**src/rtl/core/mbrx_pkg.sv**
```systemverilog
// Shared types and constants for the Modbus RTU reply receiver.
// Holds the item, result and configuration structs, status and action codes.
// No dependencies.
`default_nettype none

package mbrx_pkg;

  // Largest frame the receiver accepts by default.
  localparam int unsigned DEF_MAX_FRAME_BYTES = 256;

  // Configuration port geometry.
  localparam int unsigned CFG_DATA_W  = 20;
  localparam int unsigned CFG_INDEX_W = 3;

  // Configuration register indexes.
  localparam logic [CFG_INDEX_W-1:0] REG_DEVICE_ADDRESS      = 3'd0;
  localparam logic [CFG_INDEX_W-1:0] REG_EXPECTED_BYTE_COUNT = 3'd1;
  localparam logic [CFG_INDEX_W-1:0] REG_REPLY_LIMIT         = 3'd2;
  localparam logic [CFG_INDEX_W-1:0] REG_GAP_LIMIT           = 3'd3;
  localparam logic [CFG_INDEX_W-1:0] REG_FRAME_LIMIT         = 3'd4;

  // Configuration reset values.
  localparam logic [7:0]  RST_DEVICE_ADDRESS      = 8'd1;
  localparam logic [7:0]  RST_EXPECTED_BYTE_COUNT = 8'hA8;
  localparam logic [19:0] RST_REPLY_LIMIT         = 20'd400000;
  localparam logic [15:0] RST_GAP_LIMIT           = 16'd2870;
  localparam logic [19:0] RST_FRAME_LIMIT         = 20'd300000;

  // Modbus function code for read holding registers.
  localparam logic [7:0] FUNC_READ_HOLDING = 8'd3;

  typedef enum logic [1:0] {
    ACT_ARM  = 2'd0,
    ACT_BYTE = 2'd1,
    ACT_TICK = 2'd2
  } action_t;

  typedef enum logic [2:0] {
    ST_TAKEN   = 3'd0,
    ST_GOOD    = 3'd1,
    ST_NOREPLY = 3'd2,
    ST_TIMEOUT = 3'd3,
    ST_CRC     = 3'd4,
    ST_HEADER  = 3'd5,
    ST_DISCARD = 3'd6
  } status_t;

  typedef struct packed {
    logic [1:0] action;
    logic [7:0] rx_byte;
  } item_t;

  typedef struct packed {
    logic [7:0]  device_address;
    logic [7:0]  expected_byte_count;
    logic [19:0] reply_limit;
    logic [15:0] gap_limit;
    logic [19:0] frame_limit;
  } cfg_t;

  typedef struct packed {
    logic [7:0] byte_index;
    logic [7:0] echo_byte;
    logic [2:0] status;
    logic       frame_end;
  } result_t;

endpackage

`default_nettype wire

```
**src/rtl/core/modbus_rtu_reply_receiver_unit.sv**
```systemverilog
// Modbus RTU reply receiver: CRC-16 checked read-holding-registers reply.
// The input register loads at the transfer edge, and the result register when the core takes
// the item, which waits while a finished result is not yet accepted downstream.
// Throughput: one item per cycle unless a result waits on out_ready; CRC and timers are combinational.
// The result register holds while out_ready is low, and the input register still takes one item.
// Reset (rst, synchronous): receiver idle, timers and frame state cleared, registers at defaults.
`default_nettype none

module modbus_rtu_reply_receiver_unit #(
  parameter int unsigned MAX_FRAME_BYTES = mbrx_pkg::DEF_MAX_FRAME_BYTES
) (
  input  wire logic                              clk,
  input  wire logic                              rst,
  // Input item channel.
  input  wire logic                              in_valid,
  output logic                                   in_ready,
  input  wire logic [1:0]                        action,
  input  wire logic [7:0]                        rx_byte,
  // Result channel.
  output logic                                   out_valid,
  input  wire logic                              out_ready,
  output logic [7:0]                             byte_index,
  output logic [7:0]                             echo_byte,
  output logic [2:0]                             status,
  output logic                                   frame_end,
  // Configuration write port.
  input  wire logic                              cfg_we,
  input  wire logic [mbrx_pkg::CFG_INDEX_W-1:0]  cfg_index,
  input  wire logic [mbrx_pkg::CFG_DATA_W-1:0]   cfg_data
);

  // The user must write the configuration registers only while the receiver is idle
  // (the block does not enforce it), so the core reads them directly without any shadow copy.
  mbrx_pkg::cfg_t    cfg;
  mbrx_pkg::item_t   item;
  mbrx_pkg::result_t result;
  logic              held;
  logic              take;

  mbrx_cfg u_cfg (
    .clk       (clk),
    .rst       (rst),
    .cfg_we    (cfg_we),
    .cfg_index (cfg_index),
    .cfg_data  (cfg_data),
    .cfg       (cfg)
  );

  // The input register decouples the upstream transfer from the core, so one
  // new item is still taken while a finished result waits downstream.
  mbrx_in_stage u_in (
    .clk      (clk),
    .rst      (rst),
    .in_valid (in_valid),
    .in_ready (in_ready),
    .action   (action),
    .rx_byte  (rx_byte),
    .held     (held),
    .item     (item),
    .take     (take)
  );

  // The core applies one item per cycle while the result register is free or being emptied:
  // arm, byte or microsecond tick. An item may update the phase, the two timers and the
  // running CRC, and loads at most one result into the result register.
  mbrx_core #(
    .MAX_FRAME_BYTES (MAX_FRAME_BYTES)
  ) u_core (
    .clk        (clk),
    .rst        (rst),
    .cfg        (cfg),
    .item_valid (held),
    .item       (item),
    .take       (take),
    .out_valid  (out_valid),
    .out_ready  (out_ready),
    .result     (result)
  );

  assign byte_index = result.byte_index;
  assign echo_byte  = result.echo_byte;
  assign status     = result.status;
  assign frame_end  = result.frame_end;

endmodule

`default_nettype wire

```
**src/rtl/core/mbrx_cfg.sv**
```systemverilog
// Configuration register file of the Modbus RTU reply receiver.
// Depends on mbrx_pkg for register indexes, reset values and cfg_t.
`default_nettype none

module mbrx_cfg (
  input  wire logic                                 clk,
  input  wire logic                                 rst,
  input  wire logic                                 cfg_we,
  input  wire logic [mbrx_pkg::CFG_INDEX_W-1:0]     cfg_index,
  input  wire logic [mbrx_pkg::CFG_DATA_W-1:0]      cfg_data,
  output mbrx_pkg::cfg_t                            cfg
);

  mbrx_pkg::cfg_t regs;

  always_ff @(posedge clk) begin
    if (rst) begin
      regs.device_address      <= mbrx_pkg::RST_DEVICE_ADDRESS;
      regs.expected_byte_count <= mbrx_pkg::RST_EXPECTED_BYTE_COUNT;
      regs.reply_limit         <= mbrx_pkg::RST_REPLY_LIMIT;
      regs.gap_limit           <= mbrx_pkg::RST_GAP_LIMIT;
      regs.frame_limit         <= mbrx_pkg::RST_FRAME_LIMIT;
    end else if (cfg_we) begin
      case (cfg_index)
        mbrx_pkg::REG_DEVICE_ADDRESS:      regs.device_address      <= cfg_data[7:0];
        mbrx_pkg::REG_EXPECTED_BYTE_COUNT: regs.expected_byte_count <= cfg_data[7:0];
        mbrx_pkg::REG_REPLY_LIMIT:         regs.reply_limit         <= cfg_data[19:0];
        mbrx_pkg::REG_GAP_LIMIT:           regs.gap_limit           <= cfg_data[15:0];
        mbrx_pkg::REG_FRAME_LIMIT:         regs.frame_limit         <= cfg_data[19:0];
        default: begin
        end
      endcase
    end
  end

  assign cfg = regs;

endmodule

`default_nettype wire

```
**src/rtl/core/mbrx_in_stage.sv**
```systemverilog
// Input register of the Modbus RTU reply receiver.
// Holds one accepted item until the core takes it. Depends on mbrx_pkg.
`default_nettype none

module mbrx_in_stage (
  input  wire logic            clk,
  input  wire logic            rst,
  input  wire logic            in_valid,
  output logic                 in_ready,
  input  wire logic [1:0]      action,
  input  wire logic [7:0]      rx_byte,
  output logic                 held,
  output mbrx_pkg::item_t      item,
  input  wire logic            take
);

  // The register refills in the same cycle that the core empties it.
  assign in_ready = !held || take;

  always_ff @(posedge clk) begin
    if (rst) begin
      held <= 1'b0;
    end else if (in_valid && in_ready) begin
      held <= 1'b1;
    end else if (take) begin
      held <= 1'b0;
    end
  end

  always_ff @(posedge clk) begin
    if (in_valid && in_ready) begin
      item.action  <= action;
      item.rx_byte <= rx_byte;
    end
  end

endmodule

`default_nettype wire

```
**src/rtl/core/mbrx_core.sv**
```systemverilog
// Receive state machine, timers, CRC-16 check and result register.
// Depends on mbrx_pkg for item_t, cfg_t, result_t and the status codes.
`default_nettype none

module mbrx_core #(
  parameter int unsigned MAX_FRAME_BYTES = mbrx_pkg::DEF_MAX_FRAME_BYTES
) (
  input  wire logic            clk,
  input  wire logic            rst,
  input  wire mbrx_pkg::cfg_t  cfg,
  input  wire logic            item_valid,
  input  wire mbrx_pkg::item_t item,
  output logic                 take,
  output logic                 out_valid,
  input  wire logic            out_ready,
  output mbrx_pkg::result_t    result
);

  localparam logic [9:0] MaxLen = 10'(MAX_FRAME_BYTES);

  typedef enum logic [1:0] {
    PH_IDLE   = 2'd0,
    PH_FIRST  = 2'd1,
    PH_FRAME  = 2'd2,
    PH_RESYNC = 2'd3
  } phase_t;

  // CRC-16/MODBUS update for one byte, reflected polynomial 0xA001.
  function automatic logic [15:0] crc16_byte(input logic [15:0] crc, input logic [7:0] b);
    logic [15:0] c;
    c = crc ^ {8'h00, b};
    for (int k = 0; k < 8; k++) begin
      c = c[0] ? ((c >> 1) ^ 16'hA001) : (c >> 1);
    end
    return c;
  endfunction

  phase_t      phase, phase_next;
  logic [7:0]  bytes_taken, bytes_taken_next;
  logic [15:0] running_crc, running_crc_next;
  logic [15:0] gap_ticks, gap_ticks_next;
  logic [19:0] elapsed_ticks, elapsed_ticks_next;
  logic        header_good, header_good_next;
  logic        crc_first_good, crc_first_good_next;
  logic        res_valid_next;
  mbrx_pkg::result_t res_next;

  logic [19:0] elapsed_inc;
  logic [15:0] gap_inc;
  logic [7:0]  idx_cur;
  logic [15:0] crc_cur;
  logic        hdr_cur, crcf_cur, hdr_upd, do_clear;
  logic [9:0]  frame_len, pos_sum, len_raw;
  logic [7:0]  b;

  // An item moves only when the result register is free or being emptied.
  assign take = item_valid && (!out_valid || out_ready);

  always_comb begin
    b           = item.rx_byte;
    elapsed_inc = (elapsed_ticks == 20'hFFFFF) ? elapsed_ticks : elapsed_ticks + 20'd1;
    gap_inc     = (gap_ticks == 16'hFFFF) ? gap_ticks : gap_ticks + 16'd1;
    len_raw     = {2'b00, cfg.expected_byte_count} + 10'd5;
    frame_len   = (len_raw > MaxLen) ? MaxLen : len_raw;

    // A byte while waiting for the first byte starts from a clean frame.
    if (phase == PH_FIRST) begin
      idx_cur  = 8'd0;
      crc_cur  = 16'hFFFF;
      hdr_cur  = 1'b1;
      crcf_cur = 1'b1;
    end else begin
      idx_cur  = bytes_taken;
      crc_cur  = running_crc;
      hdr_cur  = header_good;
      crcf_cur = crc_first_good;
    end
    pos_sum = {2'b00, idx_cur} + 10'd2;
    hdr_upd = hdr_cur;
    if (idx_cur == 8'd0 && b != cfg.device_address)         hdr_upd = 1'b0;
    if (idx_cur == 8'd1 && b != mbrx_pkg::FUNC_READ_HOLDING) hdr_upd = 1'b0;
    if (idx_cur == 8'd2 && b != cfg.expected_byte_count)    hdr_upd = 1'b0;

    phase_next          = phase;
    bytes_taken_next    = bytes_taken;
    running_crc_next    = running_crc;
    gap_ticks_next      = gap_ticks;
    elapsed_ticks_next  = elapsed_ticks;
    header_good_next    = header_good;
    crc_first_good_next = crc_first_good;
    res_valid_next      = 1'b0;
    res_next            = '0;
    do_clear            = 1'b0;

    case (mbrx_pkg::action_t'(item.action))
      mbrx_pkg::ACT_ARM: begin
        phase_next         = PH_FIRST;
        elapsed_ticks_next = 20'd0;
        do_clear           = 1'b1;
      end
      mbrx_pkg::ACT_BYTE: begin
        if (phase != PH_IDLE) begin
          if (phase == PH_FIRST) begin
            elapsed_ticks_next = 20'd0;
          end
          phase_next          = PH_FRAME;
          gap_ticks_next      = 16'd0;
          res_valid_next      = 1'b1;
          res_next.byte_index = idx_cur;
          res_next.echo_byte  = b;
          res_next.status     = mbrx_pkg::ST_TAKEN;
          res_next.frame_end  = 1'b0;
          if (pos_sum < frame_len) begin
            running_crc_next    = crc16_byte(crc_cur, b);
            bytes_taken_next    = idx_cur + 8'd1;
            header_good_next    = hdr_upd;
            crc_first_good_next = crcf_cur;
          end else if (pos_sum == frame_len) begin
            running_crc_next    = crc_cur;
            bytes_taken_next    = idx_cur + 8'd1;
            header_good_next    = hdr_upd;
            crc_first_good_next = crcf_cur && (b == crc_cur[7:0]);
          end else begin
            // Last byte: CRC verdict first, then the header.
            if (!crcf_cur || b != crc_cur[15:8]) begin
              res_next.status = mbrx_pkg::ST_CRC;
            end else if (!hdr_upd) begin
              res_next.status = mbrx_pkg::ST_HEADER;
            end else begin
              res_next.status = mbrx_pkg::ST_GOOD;
            end
            res_next.frame_end = 1'b1;
            phase_next         = PH_IDLE;
            do_clear           = 1'b1;
          end
        end
      end
      mbrx_pkg::ACT_TICK: begin
        if (phase != PH_IDLE) begin
          elapsed_ticks_next = elapsed_inc;
          case (phase)
            PH_FIRST: begin
              if (elapsed_inc >= cfg.reply_limit) begin
                phase_next         = PH_IDLE;
                do_clear           = 1'b1;
                res_valid_next     = 1'b1;
                res_next.status    = mbrx_pkg::ST_NOREPLY;
                res_next.frame_end = 1'b1;
              end
            end
            PH_RESYNC: begin
              if (elapsed_inc > cfg.frame_limit) begin
                phase_next         = PH_IDLE;
                do_clear           = 1'b1;
                res_valid_next     = 1'b1;
                res_next.status    = mbrx_pkg::ST_TIMEOUT;
                res_next.frame_end = 1'b1;
              end
            end
            default: begin
              gap_ticks_next = gap_inc;
              if (gap_inc > cfg.gap_limit) begin
                do_clear       = 1'b1;
                res_valid_next = 1'b1;
                if (elapsed_inc > cfg.frame_limit) begin
                  phase_next         = PH_IDLE;
                  res_next.status    = mbrx_pkg::ST_TIMEOUT;
                  res_next.frame_end = 1'b1;
                end else begin
                  phase_next         = PH_RESYNC;
                  res_next.status    = mbrx_pkg::ST_DISCARD;
                  res_next.frame_end = 1'b0;
                end
              end
            end
          endcase
        end
      end
      default: begin
      end
    endcase

    if (do_clear) begin
      bytes_taken_next    = 8'd0;
      running_crc_next    = 16'hFFFF;
      gap_ticks_next      = 16'd0;
      header_good_next    = 1'b1;
      crc_first_good_next = 1'b1;
    end
  end

  always_ff @(posedge clk) begin
    if (rst) begin
      phase          <= PH_IDLE;
      bytes_taken    <= 8'd0;
      running_crc    <= 16'hFFFF;
      gap_ticks      <= 16'd0;
      elapsed_ticks  <= 20'd0;
      header_good    <= 1'b1;
      crc_first_good <= 1'b1;
      out_valid      <= 1'b0;
    end else if (take) begin
      phase          <= phase_next;
      bytes_taken    <= bytes_taken_next;
      running_crc    <= running_crc_next;
      gap_ticks      <= gap_ticks_next;
      elapsed_ticks  <= elapsed_ticks_next;
      header_good    <= header_good_next;
      crc_first_good <= crc_first_good_next;
      out_valid      <= res_valid_next;
      if (res_valid_next) begin
        result <= res_next;
      end
    end else if (out_ready) begin
      out_valid <= 1'b0;
    end
  end

  // A result that ends the reception leaves the receiver idle.
  a_end_goes_idle: assert property (@(posedge clk) disable iff (rst)
    take && res_valid_next && res_next.frame_end |=> phase == PH_IDLE)
    else $error("reception ended but receiver is not idle");

  // Only byte-taken and partial-discarded results keep the reception open.
  a_end_matches_status: assert property (@(posedge clk) disable iff (rst)
    out_valid |-> ((result.status == mbrx_pkg::ST_TAKEN ||
                    result.status == mbrx_pkg::ST_DISCARD) == !result.frame_end))
    else $error("frame_end disagrees with status");

  // Timer results carry no byte.
  a_timer_no_byte: assert property (@(posedge clk) disable iff (rst)
    out_valid && (result.status == mbrx_pkg::ST_NOREPLY ||
                  result.status == mbrx_pkg::ST_TIMEOUT ||
                  result.status == mbrx_pkg::ST_DISCARD)
      |-> result.byte_index == 8'd0 && result.echo_byte == 8'd0)
    else $error("timer result carries byte data");

  // While idle the frame state is clean.
  a_idle_clean: assert property (@(posedge clk) disable iff (rst)
    phase == PH_IDLE |-> bytes_taken == 8'd0 && running_crc == 16'hFFFF &&
                         header_good && crc_first_good)
    else $error("idle with frame state left over");

  // Arming restarts the reply wait.
  a_arm_restarts: assert property (@(posedge clk) disable iff (rst)
    take && item.action == mbrx_pkg::ACT_ARM |=> phase == PH_FIRST && elapsed_ticks == 20'd0)
    else $error("arm did not restart the reply wait");

endmodule

`default_nettype wire

```
**config.mk**
```make
export PLATFORM = sky130hd
export DESIGN_NAME = modbus_rtu_reply_receiver_unit
export DESIGN_NICKNAME = d
export VERILOG_FILES = /design/src/rtl/core/mbrx_pkg.sv /design/src/rtl/core/modbus_rtu_reply_receiver_unit.sv /design/src/rtl/core/mbrx_cfg.sv /design/src/rtl/core/mbrx_in_stage.sv /design/src/rtl/core/mbrx_core.sv
export SDC_FILE = /design/constraint.sdc
export NUM_CORES = 1
export LEC_CHECK = 0
export ABC_AREA = 0
export BUFFER_PORTS_ARGS = -buffer_cell sky130_fd_sc_hd__buf_2
export CAP_MARGIN = 20
export CORE_ASPECT_RATIO = 1.25
export CORE_MARGIN = 2
export CORE_UTILIZATION = 60
export CTS_CLUSTER_DIAMETER = 40
export DETAILED_ROUTE_END_ITERATION = 8
export GPL_ROUTABILITY_DRIVEN = 0
export PLACE_DENSITY = 0.79
export SLEW_MARGIN = 40
export SYNTH_ARGS = -nofsm -noshare
export SYNTH_HDL_FRONTEND = slang
export SYNTH_SLANG_ARGS = --single-unit
```
**constraint.sdc**
```tcl
create_clock -name clk -period 12.04 [get_ports clk]
set_input_delay 1.204 -clock clk [delete_from_list [all_inputs] [get_ports clk]]
set_output_delay 1.204 -clock clk [all_outputs]
set_load 0.005 [all_outputs]
```
; Word level (Yosys, flattened, before mapping)
; Index checks and enable logic that the tools add are counted.
; W data, S select, Z words.
[op_classes]
n_eq_ne = 27
magnitude_cmp = 5
n_addsub = 5
n_bitwise = 10
muxes = 84
n_reduce_logical = 35
[ops]
columns = op, count
row1 = $mux W16, 19
row2 = $mux W20, 4
row3 = $pmux W20 S3, 1
row4 = $mux W8, 6
row5 = $pmux W16 S2, 1
row6 = $mux W1, 27
row7 = $mux W4, 6
row8 = $ne A8 B8 Y1, 3
row9 = $not A2 Y3, 8
row10 = $add A20 B1 Y20 const B, 1
row11 = $eq A20 B20 Y1 const B, 1
row12 = $ge A20 B20 Y1, 1
row13 = $gt A20 B20 Y1, 1
row14 = $add A16 B1 Y16 const B, 1
row15 = $eq A16 B16 Y1 const B, 1
row16 = $gt A16 B16 Y1, 1
row17 = $mux W2, 8
row18 = $pmux W4 S2, 2
row19 = $xor A16 B8 Y16, 1
row20 = $mux W3, 4
row21 = $reduce_and A2 Y1, 6
row22 = $eq A10 B10 Y1, 1
row23 = $gt A10 B9 Y1 const B, 1
row24 = $lt A10 B10 Y1, 1
row25 = other kinds (36), 60
[totals]
reg_bits = 168

; Depth between registers and ports, before layout
; Gate-level depths: netlist (run 1).
[logic_depth]
depth_word = 23
depth_mapped = 18
ltp_nobuf = 17

; Cells and area by module
; A second synthesis (run 1) with hierarchy kept.
[hier_totals]
hier_cells = 1174
hier_area_um2 = 10304.9
[by_module_without_submodules]
columns = mod, area_per_inst_um2, cells_per_inst, n_inst, seq_area_each_um2
row1 = mbrx_core, 7020.5, 880, 1, 1901.8
row2 = mbrx_cfg, 2929.1, 279, 1, 1441.4
row3 = mbrx_in_stage, 355.3, 15, 1, 320.3

; Worst setup path after synthesis (run 1)
; No wires, ideal clock.
[synth_path]
kind = flip-flop to flip-flop
startpoint = reg u_core.gap_ticks[5]
endpoint = reg u_core.result[0] (netlist name)
slack_ns = 6.863
t_required_ns = 11.621
synth_period_minus_slack_ns = 5.177
path_stages_with_launch = 16
setup_ns = 0.419
arrival_ns = 4.759
path_cell_list = dfxtp_1 -> and4_1 -> nand4_1 -> or3_1 -> clkbuf_1 -> nand3_1 -> nor3_1 -> xor2_1 -> ha_1 -> nand4_1 -> nor4_1 -> a21boi_0 -> o31a_2 -> o21ai_1 -> nand2b_1 -> a2111oi_2
[synth_via]
elab_chain_cells = 8
word_cells_on_any_way = 9
classes_between = add/sub: 1 / order compare: 1 / eq/ne: 1 / mux: 5 / reduce/logical: 1
[synth_lines]
columns = item, line
row1 = from (decl), mbrx_core.sv:41  ; logic [15:0] gap_ticks, gap_ticks_next;
row2 = from (signal assigned), mbrx_core.sv:206  ; gap_ticks <= gap_ticks_next;
row3 = $add A16 B1 Y16 or $eq A16 B16 Y1 (tied branches), mbrx_core.sv:62  ; gap_inc = (gap_ticks == 16'hFFFF) ? gap_ticks : gap_ticks + 16'd1;
row4 = $mux W16 *, mbrx_core.sv:62
row5 = $gt A16 B16 Y1 *, mbrx_core.sv:162  ; if (gap_inc > cfg.gap_limit) begin
row6 = $mux W1 *, mbrx_core.sv:162
row7 = $pmux W1 S2 *, mbrx_core.sv:141  ; case (phase)
row8 = $mux W1 *, mbrx_core.sv:139  ; if (phase != PH_IDLE) begin
row9 = $pmux W1 S2 *, mbrx_core.sv:95  ; case (mbrx_pkg::action_t'(item.action))
row10 = $reduce_and A3 Y1 (no line) *, --
; Mark *: on every way between the ends. The rest lies on a longest branch, timed or not.
; A chain may end at the register's enable or synchronous reset.

; Worst setup path in the final report (run 1)
[layout_path]
startpoint = reg u_core.phase[1]
endpoint = reg u_core.running_crc[2]
[layout_via]
word_cells_on_any_way = 32
classes_between = add/sub: 1 / order compare: 1 / eq/ne: 3 / mux: 21 / bitwise: 1 / reduce/logical: 5
[layout_rtl]
columns = item, line
row1 = from (decl), mbrx_core.sv:38  ; phase_t phase, phase_next;
row2 = from (signal assigned), mbrx_core.sv:203  ; phase <= phase_next;
row3 = $eq A2 B1 Y1 *, mbrx_core.sv:67  ; if (phase == PH_FIRST) begin
row4 = $mux W8 *, mbrx_core.sv:67
row5 = named net u_core.idx_cur[1], mbrx_core.sv:50  ; logic [7:0] idx_cur;
row6 = $add A8 B2 Y9 *, mbrx_core.sv:78  ; pos_sum = {2'b00, idx_cur} + 10'd2;
row7 = branches (longest 7 deep; another with $lt A10 B10 Y1), --
row8 = to (signal assigned), mbrx_core.sv:205  ; running_crc <= running_crc_next;
row9 = to (decl), mbrx_core.sv:40  ; logic [15:0] running_crc, running_crc_next;
; Mark *: on every way through the listed nets, which the timed path passes. The select of a mux whose other input is x is not followed.

==> qor.yml, run 1 <==
detailed_routing:
  vias: 9142
  dr_wl_met2_mm: 13.0
  route.met3.wl_mm: 1.74
  wl_per_cell_um: 17.7
  detail_route.vias_per_cell: 6.07
  drt-initial-drc-count: 934
  drtAntennaViolNets: 0
  firstDrtPassIters: 7
  remaining_drc_errors: 0
  highest_layer: "met5"
  drt-met1-wl_mm: 10.7
  wl_mm: 26.7
setup_path:
  cp_slowest_cell: "dfxtp_1"
  critPathArrivalTime_ns: 5.79
  crit_chain: "inv_1, nand2_1, nand2_1, inv_1, ha_1, nand3_1, or3_1, a21oi_1, ha_1, a21o_1, a21oi_1, nor4b_4, o21ai_0, nor3_1, o21ai_0, o32a_2"
  r2r-start: "u_core.phase[1]"
  reg2reg_slack_ns: 6.58
  worstSetupEndpoint: "u_core.running_crc[2]"
  crit_family: "simple AND/OR/NAND/NOR gates"
  r2r_cells: 16
  cp_max_fo: 15
  crit_type: "reg -> reg"
  worst_setup_path_start_kind: "flop"
  worstPathRequired_ns: 12.37
  path_buf_inv: 2
  endpoint_kind: "flop"
  max_stage_delay_ns: 0.68
  r2r_end: "u_core.running_crc[2]"
  crit_start: "u_core.phase[1]"
  crit_cells: 16
sta:
  worst_slew_pin_slew_ns: 0.855
  fmax_ghz: 0.183
  period_share_pct: 45.4
  finClkSkew_ns: 0.0196
  holdWs_ns: 0.459
  rsz0062_at_grt: "false"
  finalCriticalPeriod_ns: 5.46
  slew_headroom_pct: 42.4
  worst_slack_ns: 6.58
  setup_viol: 0
  drv_slew: 0
  fin_tns_setup_ns: 0
  hold_violations: 0
layout:
  layout.nets: 1390
  syn_to_final_growth_pct: 9.80
  multi_input_area_sq_um: 5920
  utilization_pct: 66.6
  regArea_sq_um: 3660
  fill_cells: 1386
  antenna_cells: 0
  final-instance-count-excl-fill: 1505
  layout-drive-gt1-share_pct: 10.0
yosys:
  ys_seq_area_share_pct: 36.1
  syn_inst: 1245
  syn_area_sq_um: 10100
  synth.distinct_cells: 78
  yosys.area.top_type: "dfxtp_1"
  synth_top_area_share_pct: 27.2
  synth_enable_flop_cells: 30
  ys_top_cells_by_area: "dfxtp_1 (27%), ha_1 (9.9%), edfxtp_1 (8.9%)"
  async_reset_ff_share_pct: 0
  yosys_warnings: 0
  ys_ff_latch: 168
  avgSynthCellArea_sq_um: 8.14
  syn_nets: 1363
  yosys_most_used_dff: "dfxtp_1"
die:
  die_h_um: 149
  io_pins: 60
  core_area_sq_um: 16700
  die_w_um: 120
  rows: 53
  start_util_pct: 60.7
  die-area_sq_um: 18000
place:
  post-place-cells: 1473
  post-place-ws_ns: 6.79
  dpl.hpwl_mm: 19.1
  numPortBuffers: 59
global_routing:
  grt_overflow_total: 0
  grt_usage_pct: 30.4
  grt_start_max_net_pins: 106
  first_global_vias: 8793
  grt_pass1_wl_mm: 43.2
  antenna_found_initial: 1
power_and_ir_drop:
  power_frac_comb_pct: 9.4
  power_density_nw_per_um2: 116
  p_leak_uw: 0.00468
  pwr-share-seq_pct: 46.2
  vdd_ir_drop_max_uv: 76.1
  clkPwrFrac_pct: 44.4
  sw_frac_of_total_pct: 26.9
  cell_internal_pwr_uw: 944
  power.switching_uw: 348
cts:
  postCtsHoldBufs: 0
  cts.sinks: 168
  clk_pin_slew_ns: 0.08
  numCtsBuffers: 17
  post_cts_buffers: 0
  cts.htree.levels: 4
  cts_tree: "built"
  clockRootBuffer: "clkbuf_16"
  ctsResizeCount: 0
  worstSkewPairLatency_ns: 0.45
  cts_buffer_depth: 2
status:
  status: "finished, final reports clean"
job:
  drv_cap: 0
worst_hold_path:
  hp-class: "reg -> reg"
==> cells by family after synthesis <==
family          after synthesis  share of synthesized area [%]
mux                           4                          0.432
xor+xnor                     72                           6.35
flops                       168                           36.1
buf+inv                     141                           5.75
fa+ha+maj                    80                           9.87
simple gates                497                           23.2
compound gates              283                           18.3
==> worst register-to-register path, cell delays in order, from the launching register on <==
cell	delay, ns
dfxtp_1	0.68
inv_1	0.23
nand2_1	0.33
nand2_1	0.23
inv_1	0.16
ha_1	0.26
nand3_1	0.20
or3_1	0.39
a21oi_1	0.15
ha_1	0.26
a21o_1	0.19
a21oi_1	0.27
nor4b_4	0.39
o21ai_0	0.27
nor3_1	0.50
o21ai_0	0.42
o32a_2	0.43
==> worst min path at each step <==
stage	from	endpoint	slack (ns)	cells after the start
final	u_cfg.cfg[52]	u_cfg.cfg[52]	0.46	2
after global routing	u_cfg.cfg[38]	u_cfg.cfg[38]	0.48	2
after CTS	u_cfg.cfg[39]	u_cfg.cfg[39]	0.46	2
after detailed placement	u_cfg.cfg[34]	u_cfg.cfg[34]	0.45	2
after global placement	u_cfg.cfg[30]	u_cfg.cfg[30]	0.44	2
after floorplan	u_cfg.cfg[10]	u_cfg.cfg[10]	0.44	2
==> power by group through the flow <==
| stage | clock network, uW | registers, uW | logic, uW |
|---|---|---|---|
| floorplan | 0 | 599 | 92.0 |
| global placement | 0 | 609 | 114 |
| detailed placement | 0 | 609 | 117 |
| CTS | 577 | 597 | 119 |
| global route | 599 | 598 | 132 |
| finish | 574 | 597 | 121 |
==> cell usage in the layout (no fill, tap or decap), types with 5 or more instances in the layout <==
cell type,synthesis,final
edfxtp_1,30,30
buf_4,0,7
o21a_1,8,8
nand2_1,221,221
clkbuf_16,0,17
a22oi_1,5,5
o21ai_0,35,35
a22o_1,7,7
a31oi_1,6,6
nor2_1,85,84
and3_1,15,14
xor2_1,23,23
a21o_1,16,16
o211ai_1,7,7
or3_1,9,9
ha_1,80,80
buf_2,3,59
and2_1,12,12
nand2b_1,10,10
nor3_1,28,28
nor4_1,6,6
and4_1,5,5
nand3_1,33,32
dfxtp_1,138,138
a2bb2oi_1,8,8
a211oi_1,10,10
o221ai_1,5,5
a21oi_1,120,120
nor2b_1,8,7
a211o_1,6,6
or2_2,5,5
inv_8,0,6
nand4_1,25,25
inv_1,82,82
or4_1,5,5
nand3b_1,22,22
xnor2_1,48,48
==> synth_stat cells, drive strengths merged, types with 17 or more instances <==
cell type	instances
dfxtp	138
clkbuf	49
o21ai	39
ha	80
xor2	23
xnor2	48
edfxtp	30
nand2	221
nor3	28
inv	82
nand3b	22
nand3	33
a21o	17
nor2	85
a21oi	120
nand4	25
==> stage by stage <==
step / instance area (sq um) / total power (uW)
after floorplan: 10100 / 691
after global placement: 10500 / 723
final: 11100 / 1290
after global routing: 11100 / 1330
after CTS: 11100 / 1290
after detailed placement: 10500 / 726
==> final cells by class <==
type	count	share of cell area [%]
Clock buffer	17	3.82
Clock inverter	15	1.63
Inverter	82	2.76
Multi-Input combinational cell	936	53.2
Sequential cell	168	32.9
Tap cell	220	2.47
Timing Repair Buffer	67	3.23
==> state kept, by name (all words and copies together) (netlist names), 2 cells and up <==
register,flops
u_core.phase,2
u_core.bytes_taken,8
u_cfg.cfg,72
u_core.result,20
u_core.elapsed_ticks,20
u_core.gap_ticks,16
u_core.running_crc,16
u_in.item,10
==> metal layers <==
layer / vias up / track usage (%)
li1: 4415 / -
met1: 4251 / 35.6
met2: 398 / 52.4
met3: 76 / 5.81
met4: 2 / 16.2
met5: - / 0
No activity file was read; power rests on OpenSTA's default activity.
==> run 2: changes to the inputs <==
- CORE_UTILIZATION: 60 -> 56
- PLACE_DENSITY: 0.79 -> 0.77
- clock period: 12.04 -> 4.4 ns (I/O delays scaled with it)
==> qor.yml, run 2 (synthesis gave the netlist of run 1 again) <==
layout:
  final_common_cell: "nand2_1"
  fill_cells: 1513  # +9.2%
  largest_reg_flops: 72  # unchanged
  layout-drive-gt1-share_pct: 14.8  # +4.8 points
  syn_to_final_growth_pct: 15.3
  antenna_cells: 0  # unchanged
  layout.nets: 1430  # +2.9%
  layout_common_cells: "nand2_1 (219), dfxtp_1 (135), a21oi_1 (117), nor2_1 (84), inv_1 (81)"
status:
  status: "finished, final reports clean"
sta:
  drv_slew: 0  # unchanged
  rsz0062_at_grt: "true"
  setup_viol: 0  # unchanged
  worst_slack_ns: 0.131  # -6.45 ns
  holdWs_ns: 0.182  # -0.276 ns
  period_share_pct: 97.0  # +52 points
  finalCriticalPeriod_ns: 4.27  # -1.19 ns
  fmax_ghz: 0.234  # +28%
  hold_violations: 0  # unchanged
  finClkSkew_ns: 0.00998  # -0.00960 ns
  slew_headroom_pct: 47.9  # +5.4 points
  worst_slew_pin_slew_ns: 0.782  # -0.0724 ns
setup_path:
  worst_setup_path_start_kind: "flop"
  worstPathRequired_ns: 4.69  # -7.68 ns
  max_stage_delay_ns: 0.47  # -0.21 ns
  reg2reg_slack_ns: 0.13  # -6.45 ns
  r2r_cells: 19  # +3
  crit_cells: 19  # +3
  endpoint_kind: "flop"
  r2r_end: "u_core.out_valid"
  cp_max_fo: 10  # -5
  critPathArrivalTime_ns: 4.56  # -1.23 ns
  crit_family: "simple AND/OR/NAND/NOR gates"
  crit_type: "reg -> reg"
  crit_chain: "and4_4, nand4_1, nor4_4, nand2_2, nand3_2, nor2_1, xnor2_1, buf_4, ha_1, a21oi_2, o21ai_0, a21oi_1, o211ai_1, a221o_2, nand2b_4, a2111oi_4, buf_4, clkbuf_16, o21bai_1"
  r2r-start: "u_core.elapsed_ticks[4]"
  cp_slowest_cell: "a221o_2"
  path_buf_inv: 3  # +1
  path_common_cell: "buf_4"
detailed_routing:
  wl_mm: 27.3  # +2.4%
  remaining_drc_errors: 0  # unchanged
  firstDrtPassIters: 5  # -2
  drtAntennaViolNets: 0  # unchanged
  vias: 9252  # +1.2%
  wl_per_cell_um: 17.6  # -0.80%
  detail_route.vias_per_cell: 5.96  # -1.9%
  drt-initial-drc-count: 906  # -3.0%
place:
  dpl.hpwl_mm: 19.8  # +3.5%
  numPortBuffers: 59  # unchanged
  post-place-ws_ns: 0.0850  # -6.70 ns
power_and_ir_drop:
  power_density_nw_per_um2: 308  # +170%
  p_leak_uw: 0.00499  # +6.8%
  vdd_ir_drop_max_uv: 273  # +260%
cts:
  cts.sinks: 168  # unchanged
  cts_tree: "built"
  worstSkewPairLatency_ns: 0.43  # -0.02 ns
  cts.htree.levels: 4  # unchanged
  clk_pin_slew_ns: 0.07  # about the same
  cts_buffer_depth: 2  # unchanged
  numCtsBuffers: 17  # unchanged
  clockRootBuffer: "clkbuf_16"
worst_hold_path:
  hp-class: "in -> reg"
  holdPathStages: 1  # -1
  hold_start: "rx_byte[3]"
  hold_end: "u_in.item[3]"
die:
  die-area_sq_um: 19200  # +6.9%
  io_pins: 60  # unchanged
  start_util_pct: 56.7  # -4.0 points
  rows: 55  # +3.8%
  core_area_sq_um: 17900  # +7.1%
  die_w_um: 124  # +3.4%
  die_h_um: 154  # +3.4%
global_routing:
  grt_overflow_total: 0  # unchanged
  grt_pass1_wl_mm: 44.0  # +1.7%
  antenna_found_initial: 1  # unchanged
  grt_start_max_net_pins: 106  # unchanged
  grt_usage_pct: 28.1  # -2.2 points
  first_global_vias: 9034  # +2.7%
job:
  drv_cap: 0  # unchanged
## run 2: through the flow
stage / TNS, ns / util [%] / std cells / power, uW / instance area, sq um
final: 0 / 65.4 / 1553 / 3600 / 11700
after global routing: -0.883 / 65.4 / 1553 / 3710 / 11700
after CTS: 0 / 64.2 / 1545 / 3600 / 11500
after detailed placement: 0 / 60.6 / 1513 / 2000 / 10800
after global placement: 0 / 60.5 / 1513 / 1990 / 10800
after floorplan: 0 / - / 1245 / 1890 / 10200
## run 2: power breakdown
group	switching [uW]	internal [uW]	total (uW)	leakage [uW]
logic	215	139	354	0.00324
clock network	687	932	1620	0.000319
registers	37.2	1590	1630	0.00143
## run 2: worst max path at each step
stage	startpoint	endpoint	slack, ns
final	u_core.elapsed_ticks[4]	u_core.out_valid	0.13
after global routing	u_core.elapsed_ticks[4]	u_core.running_crc[11]	-0.05
after CTS	u_core.elapsed_ticks[4]	u_core.running_crc[9]	0.05
after detailed placement	u_core.elapsed_ticks[4]	u_core.running_crc[11]	0.08
after global placement	u_core.elapsed_ticks[4]	u_core.running_crc[11]	0.14
after floorplan	u_core.elapsed_ticks[2]	u_core.result[0]	0.0008
## run 2: area by class of cell
type | instances | area, sq um | area share [%]
clock buffer | 19 | 475 | 4.07
timing repair buffer | 107 | 709 | 6.07
clock inverter | 13 | 169 | 1.44
sequential | 168 | 3670 | 31.4
tap | 228 | 285 | 2.44
multi-input combinational | 936 | 6070 | 51.9
inverter | 82 | 312 | 2.66
## run 2: repair_timing
| item | 4_1_cts | 5_1_grt |
|---|---|---|
| resized for setup | 0 | 30 |
| endpoints found under the setup margin | 0 | 62 |
| hold buffers | 0 | 0 |
| setup buffers | 0 | 6 |
## run 2: per-layer routing
| layer | wire (um) | up-vias | global-route usage, % | share of wire [%] |
|---|---|---|---|---|
| met2 | 13600 | 326 | 49.0 | 50 |
| li1 | - | 4502 | - | - |
| met1 | 11000 | 4329 | 32.8 | 40 |
| met5 | 0 | - | 0 | 0 |
| met3 | 1370 | 95 | 4.60 | 5.0 |
| met4 | 1360 | 0 | 16.3 | 5.0 |
==> run 3: changes to the inputs <==
- CORE_UTILIZATION: 56 -> 60
- PLACE_DENSITY: 0.77 -> 0.79
- clock period: 4.4 -> 4.2 ns (I/O delays scaled with it)
==> qor.yml, run 3 (synthesis gave the netlist of run 1 again) <==
job:
  drv_cap: 0  # unchanged
layout:
  final_area_sq_um: 12300  # +5.4%
  largest_reg_flops: 72  # unchanged
  antenna_cells: 0  # unchanged
  layout.nets: 1480  # +3.5%
  syn_to_final_growth_pct: 21.6
  regArea_sq_um: 3670  # about the same
  utilization_pct: 73.8  # +8.4 points
  layout_common_cells: "nand2_1 (217), dfxtp_1 (132), a21oi_1 (111), buf_4 (86)"
  fill_cells: 1207  # -20%
  multi_input_area_sq_um: 6350  # +4.6%
  final_common_cell: "nand2_1"
  layout-drive-gt1-share_pct: 20.8  # +6.0 points
detailed_routing:
  detail_route.vias_per_cell: 6.10  # +2.3%
  dr_wl_met2_mm: 14.3  # +5.5%
  vias: 9725  # +5.1%
  drt-initial-drc-count: 947  # +4.5%
  wl_mm: 29.2  # +6.7%
  drt-met1-wl_mm: 11.1  # about the same
  drtAntennaViolNets: 0  # unchanged
  firstDrtPassIters: 5  # unchanged
  remaining_drc_errors: 0  # unchanged
  highest_layer: "met4"
  wl_per_cell_um: 18.3  # +3.9%
  route.met3.wl_mm: 2.13  # +55%
global_routing:
  grt_start_max_net_pins: 68  # -36%
  grt_pass1_wl_mm: 44.7  # +1.7%
  antenna_found_initial: 0  # -1
  first_global_vias: 9179  # +1.6%
  grt_overflow_total: 0  # unchanged
  grt_usage_pct: 31.5  # +3.4 points
power_and_ir_drop:
  cell_internal_pwr_uw: 2690  # +1.2%
  power_frac_comb_pct: 11.1  # +1.3 points
  vdd_ir_drop_max_uv: 290  # +6.4%
  power.switching_uw: 1040  # +11%
  pwr-share-seq_pct: 45.7  # +0.5 points
  p_leak_uw: 0.00533  # +6.7%
  sw_frac_of_total_pct: 27.9  # +1.8 points
  clkPwrFrac_pct: 43.2  # -1.8 points
  power_density_nw_per_um2: 303  # -1.6%
die:
  die_w_um: 120  # -3.3%
  die-area_sq_um: 18000  # -6.5%
  die_h_um: 149  # -3.3%
  io_pins: 60  # unchanged
  start_util_pct: 60.7  # +4.0 points
  core_area_sq_um: 16700  # -6.6%
  rows: 53  # -3.6%
sta:
  rsz0062_at_grt: "true"
  worst_slack_ns: -0.314  # -0.445 ns
  worst_slew_pin_slew_ns: 0.807  # +0.0250 ns
  fmax_ghz: 0.222  # -5.4%
  drv_slew: 0  # unchanged
  fin_tns_setup_ns: -7.72  # -7.72 ns
  period_share_pct: 107  # +10 points
  setup_viol: 56  # +56
  hold_violations: 0  # unchanged
  slew_headroom_pct: 46.2  # -1.7 points
  finalCriticalPeriod_ns: 4.51  # +0.245 ns
  finClkSkew_ns: 0.0168  # +0.00680 ns
cts:
  numCtsBuffers: 17  # unchanged
  clk_pin_slew_ns: 0.07  # about the same
  cts.sinks: 168  # unchanged
  worstSkewPairLatency_ns: 0.44  # about the same
  cts_tree: "built"
  clockRootBuffer: "clkbuf_16"
  cts.htree.levels: 4  # unchanged
  cts_buffer_depth: 2  # unchanged
setup_path:
  critPathArrivalTime_ns: 4.85  # +0.29 ns
  endpoint_kind: "flop"
  worstPathRequired_ns: 4.53  # -0.16 ns
  crit_chain: "ha_2, nand4_1, nor4_4, buf_4, nand2_4, buf_6, buf_4, xnor2_1, ha_1, inv_1, a221o_1, a221oi_2, o211ai_2, a221oi_4, o31ai_2, o41a_1, buf_6, o22a_2"
  max_stage_delay_ns: 0.53  # +0.06 ns
  crit_type: "reg -> reg"
  worst_setup_path_start_kind: "flop"
  cp_max_fo: 7  # -3
  cp_slowest_cell: "o41a_1"
status:
  status: "finished with violations"
  violations: "setup timing"
worst_hold_path:
  hp-class: "in -> reg"
place:
  place_area_sq_um: 11000  # +1.4%
  numPortBuffers: 59  # unchanged
  dpl.hpwl_mm: 19.9  # +0.55%
[run 3: changes by cell type in the layout (fill, tap and decap cells not counted), moves of 4 or more]
cell / previous run / this run
a21oi_1: 117 / 111
a21oi_2: 3 / 9
a2bb2oi_1: 8 / 2
a2bb2oi_2: 0 / 6
buf_4: 42 / 86
buf_6: 3 / 8
dfxtp_2: 2 / 6
ha_1: 80 / 75
ha_4: 0 / 4
inv_8: 3 / 7
[run 3: path summary, 6_finish.rpt]
check	start	end	slack [ns]	cells after the start
worst min-delay path	action[1]	u_in.item[9]	0.16	1
worst max register to register	u_core.elapsed_ticks[0]	u_core.running_crc[9]	-0.31	18
worst max-delay path	u_core.elapsed_ticks[0]	u_core.running_crc[9]	-0.31	18
worst min register to register	u_cfg.cfg[10]	u_cfg.cfg[10]	0.46	2
[run 3: timing repair]
action | in CTS | in global routing
gates resized for setup | 22 | 66
setup buffers | 14 | 17
setup endpoints to repair | 54 | 67
hold buffers | 0 | 0
cloned | 1 | 3
pin swaps | 13 | 27
[run 3: power groups by stage]
| stage | combinational (uW) | clock [uW] | sequential [uW] |
|---|---|---|---|
| after floorplan | 266 | 0 | 1720 |
| after global placement | 349 | 0 | 1740 |
| after detailed placement | 355 | 0 | 1740 |
| after CTS | 373 | 1620 | 1700 |
| after global routing | 445 | 1700 | 1710 |
| final | 415 | 1610 | 1710 |
[run 3: layout make-up]
class	count	share of cell area, %
Tap cell	220	2.23
Multi-Input combinational cell	936	51.5
Clock buffer	17	3.45
Clock inverter	15	1.40
Inverter	82	2.53
Timing Repair Buffer	157	9.09
Sequential cell	168	29.8
[run 3: metrics by stage]
stage	cells	setup WS [ns]	power, uW	hold slack (ns)
finish	1595	-0.314	3730	0.156
global route	1595	-0.385	3850	0.138
CTS	1577	-0.0174	3700	0.143
detailed placement	1530	-0.0611	2100	0.447
global placement	1530	0.0270	2090	0.443
floorplan	1245	-0.151	1980	0.436
[run 3: worst max-delay path: cells and delay by family, from the launching register on]
family | cells | cell delay (ns)
compound gates | 7 | 2.10
xor+xnor | 1 | 0.31
fa+ha+maj | 2 | 0.42
buf+inv | 5 | 0.69
flops | 1 | 0.36
simple gates | 3 | 0.52
[run 3: metal layers]
layer  GRT usage (%)  vias up
met3            6.04      126
met1            36.6     4514
met5               0        -
met2            54.1      484
li1                -     4601
met4            18.3        0
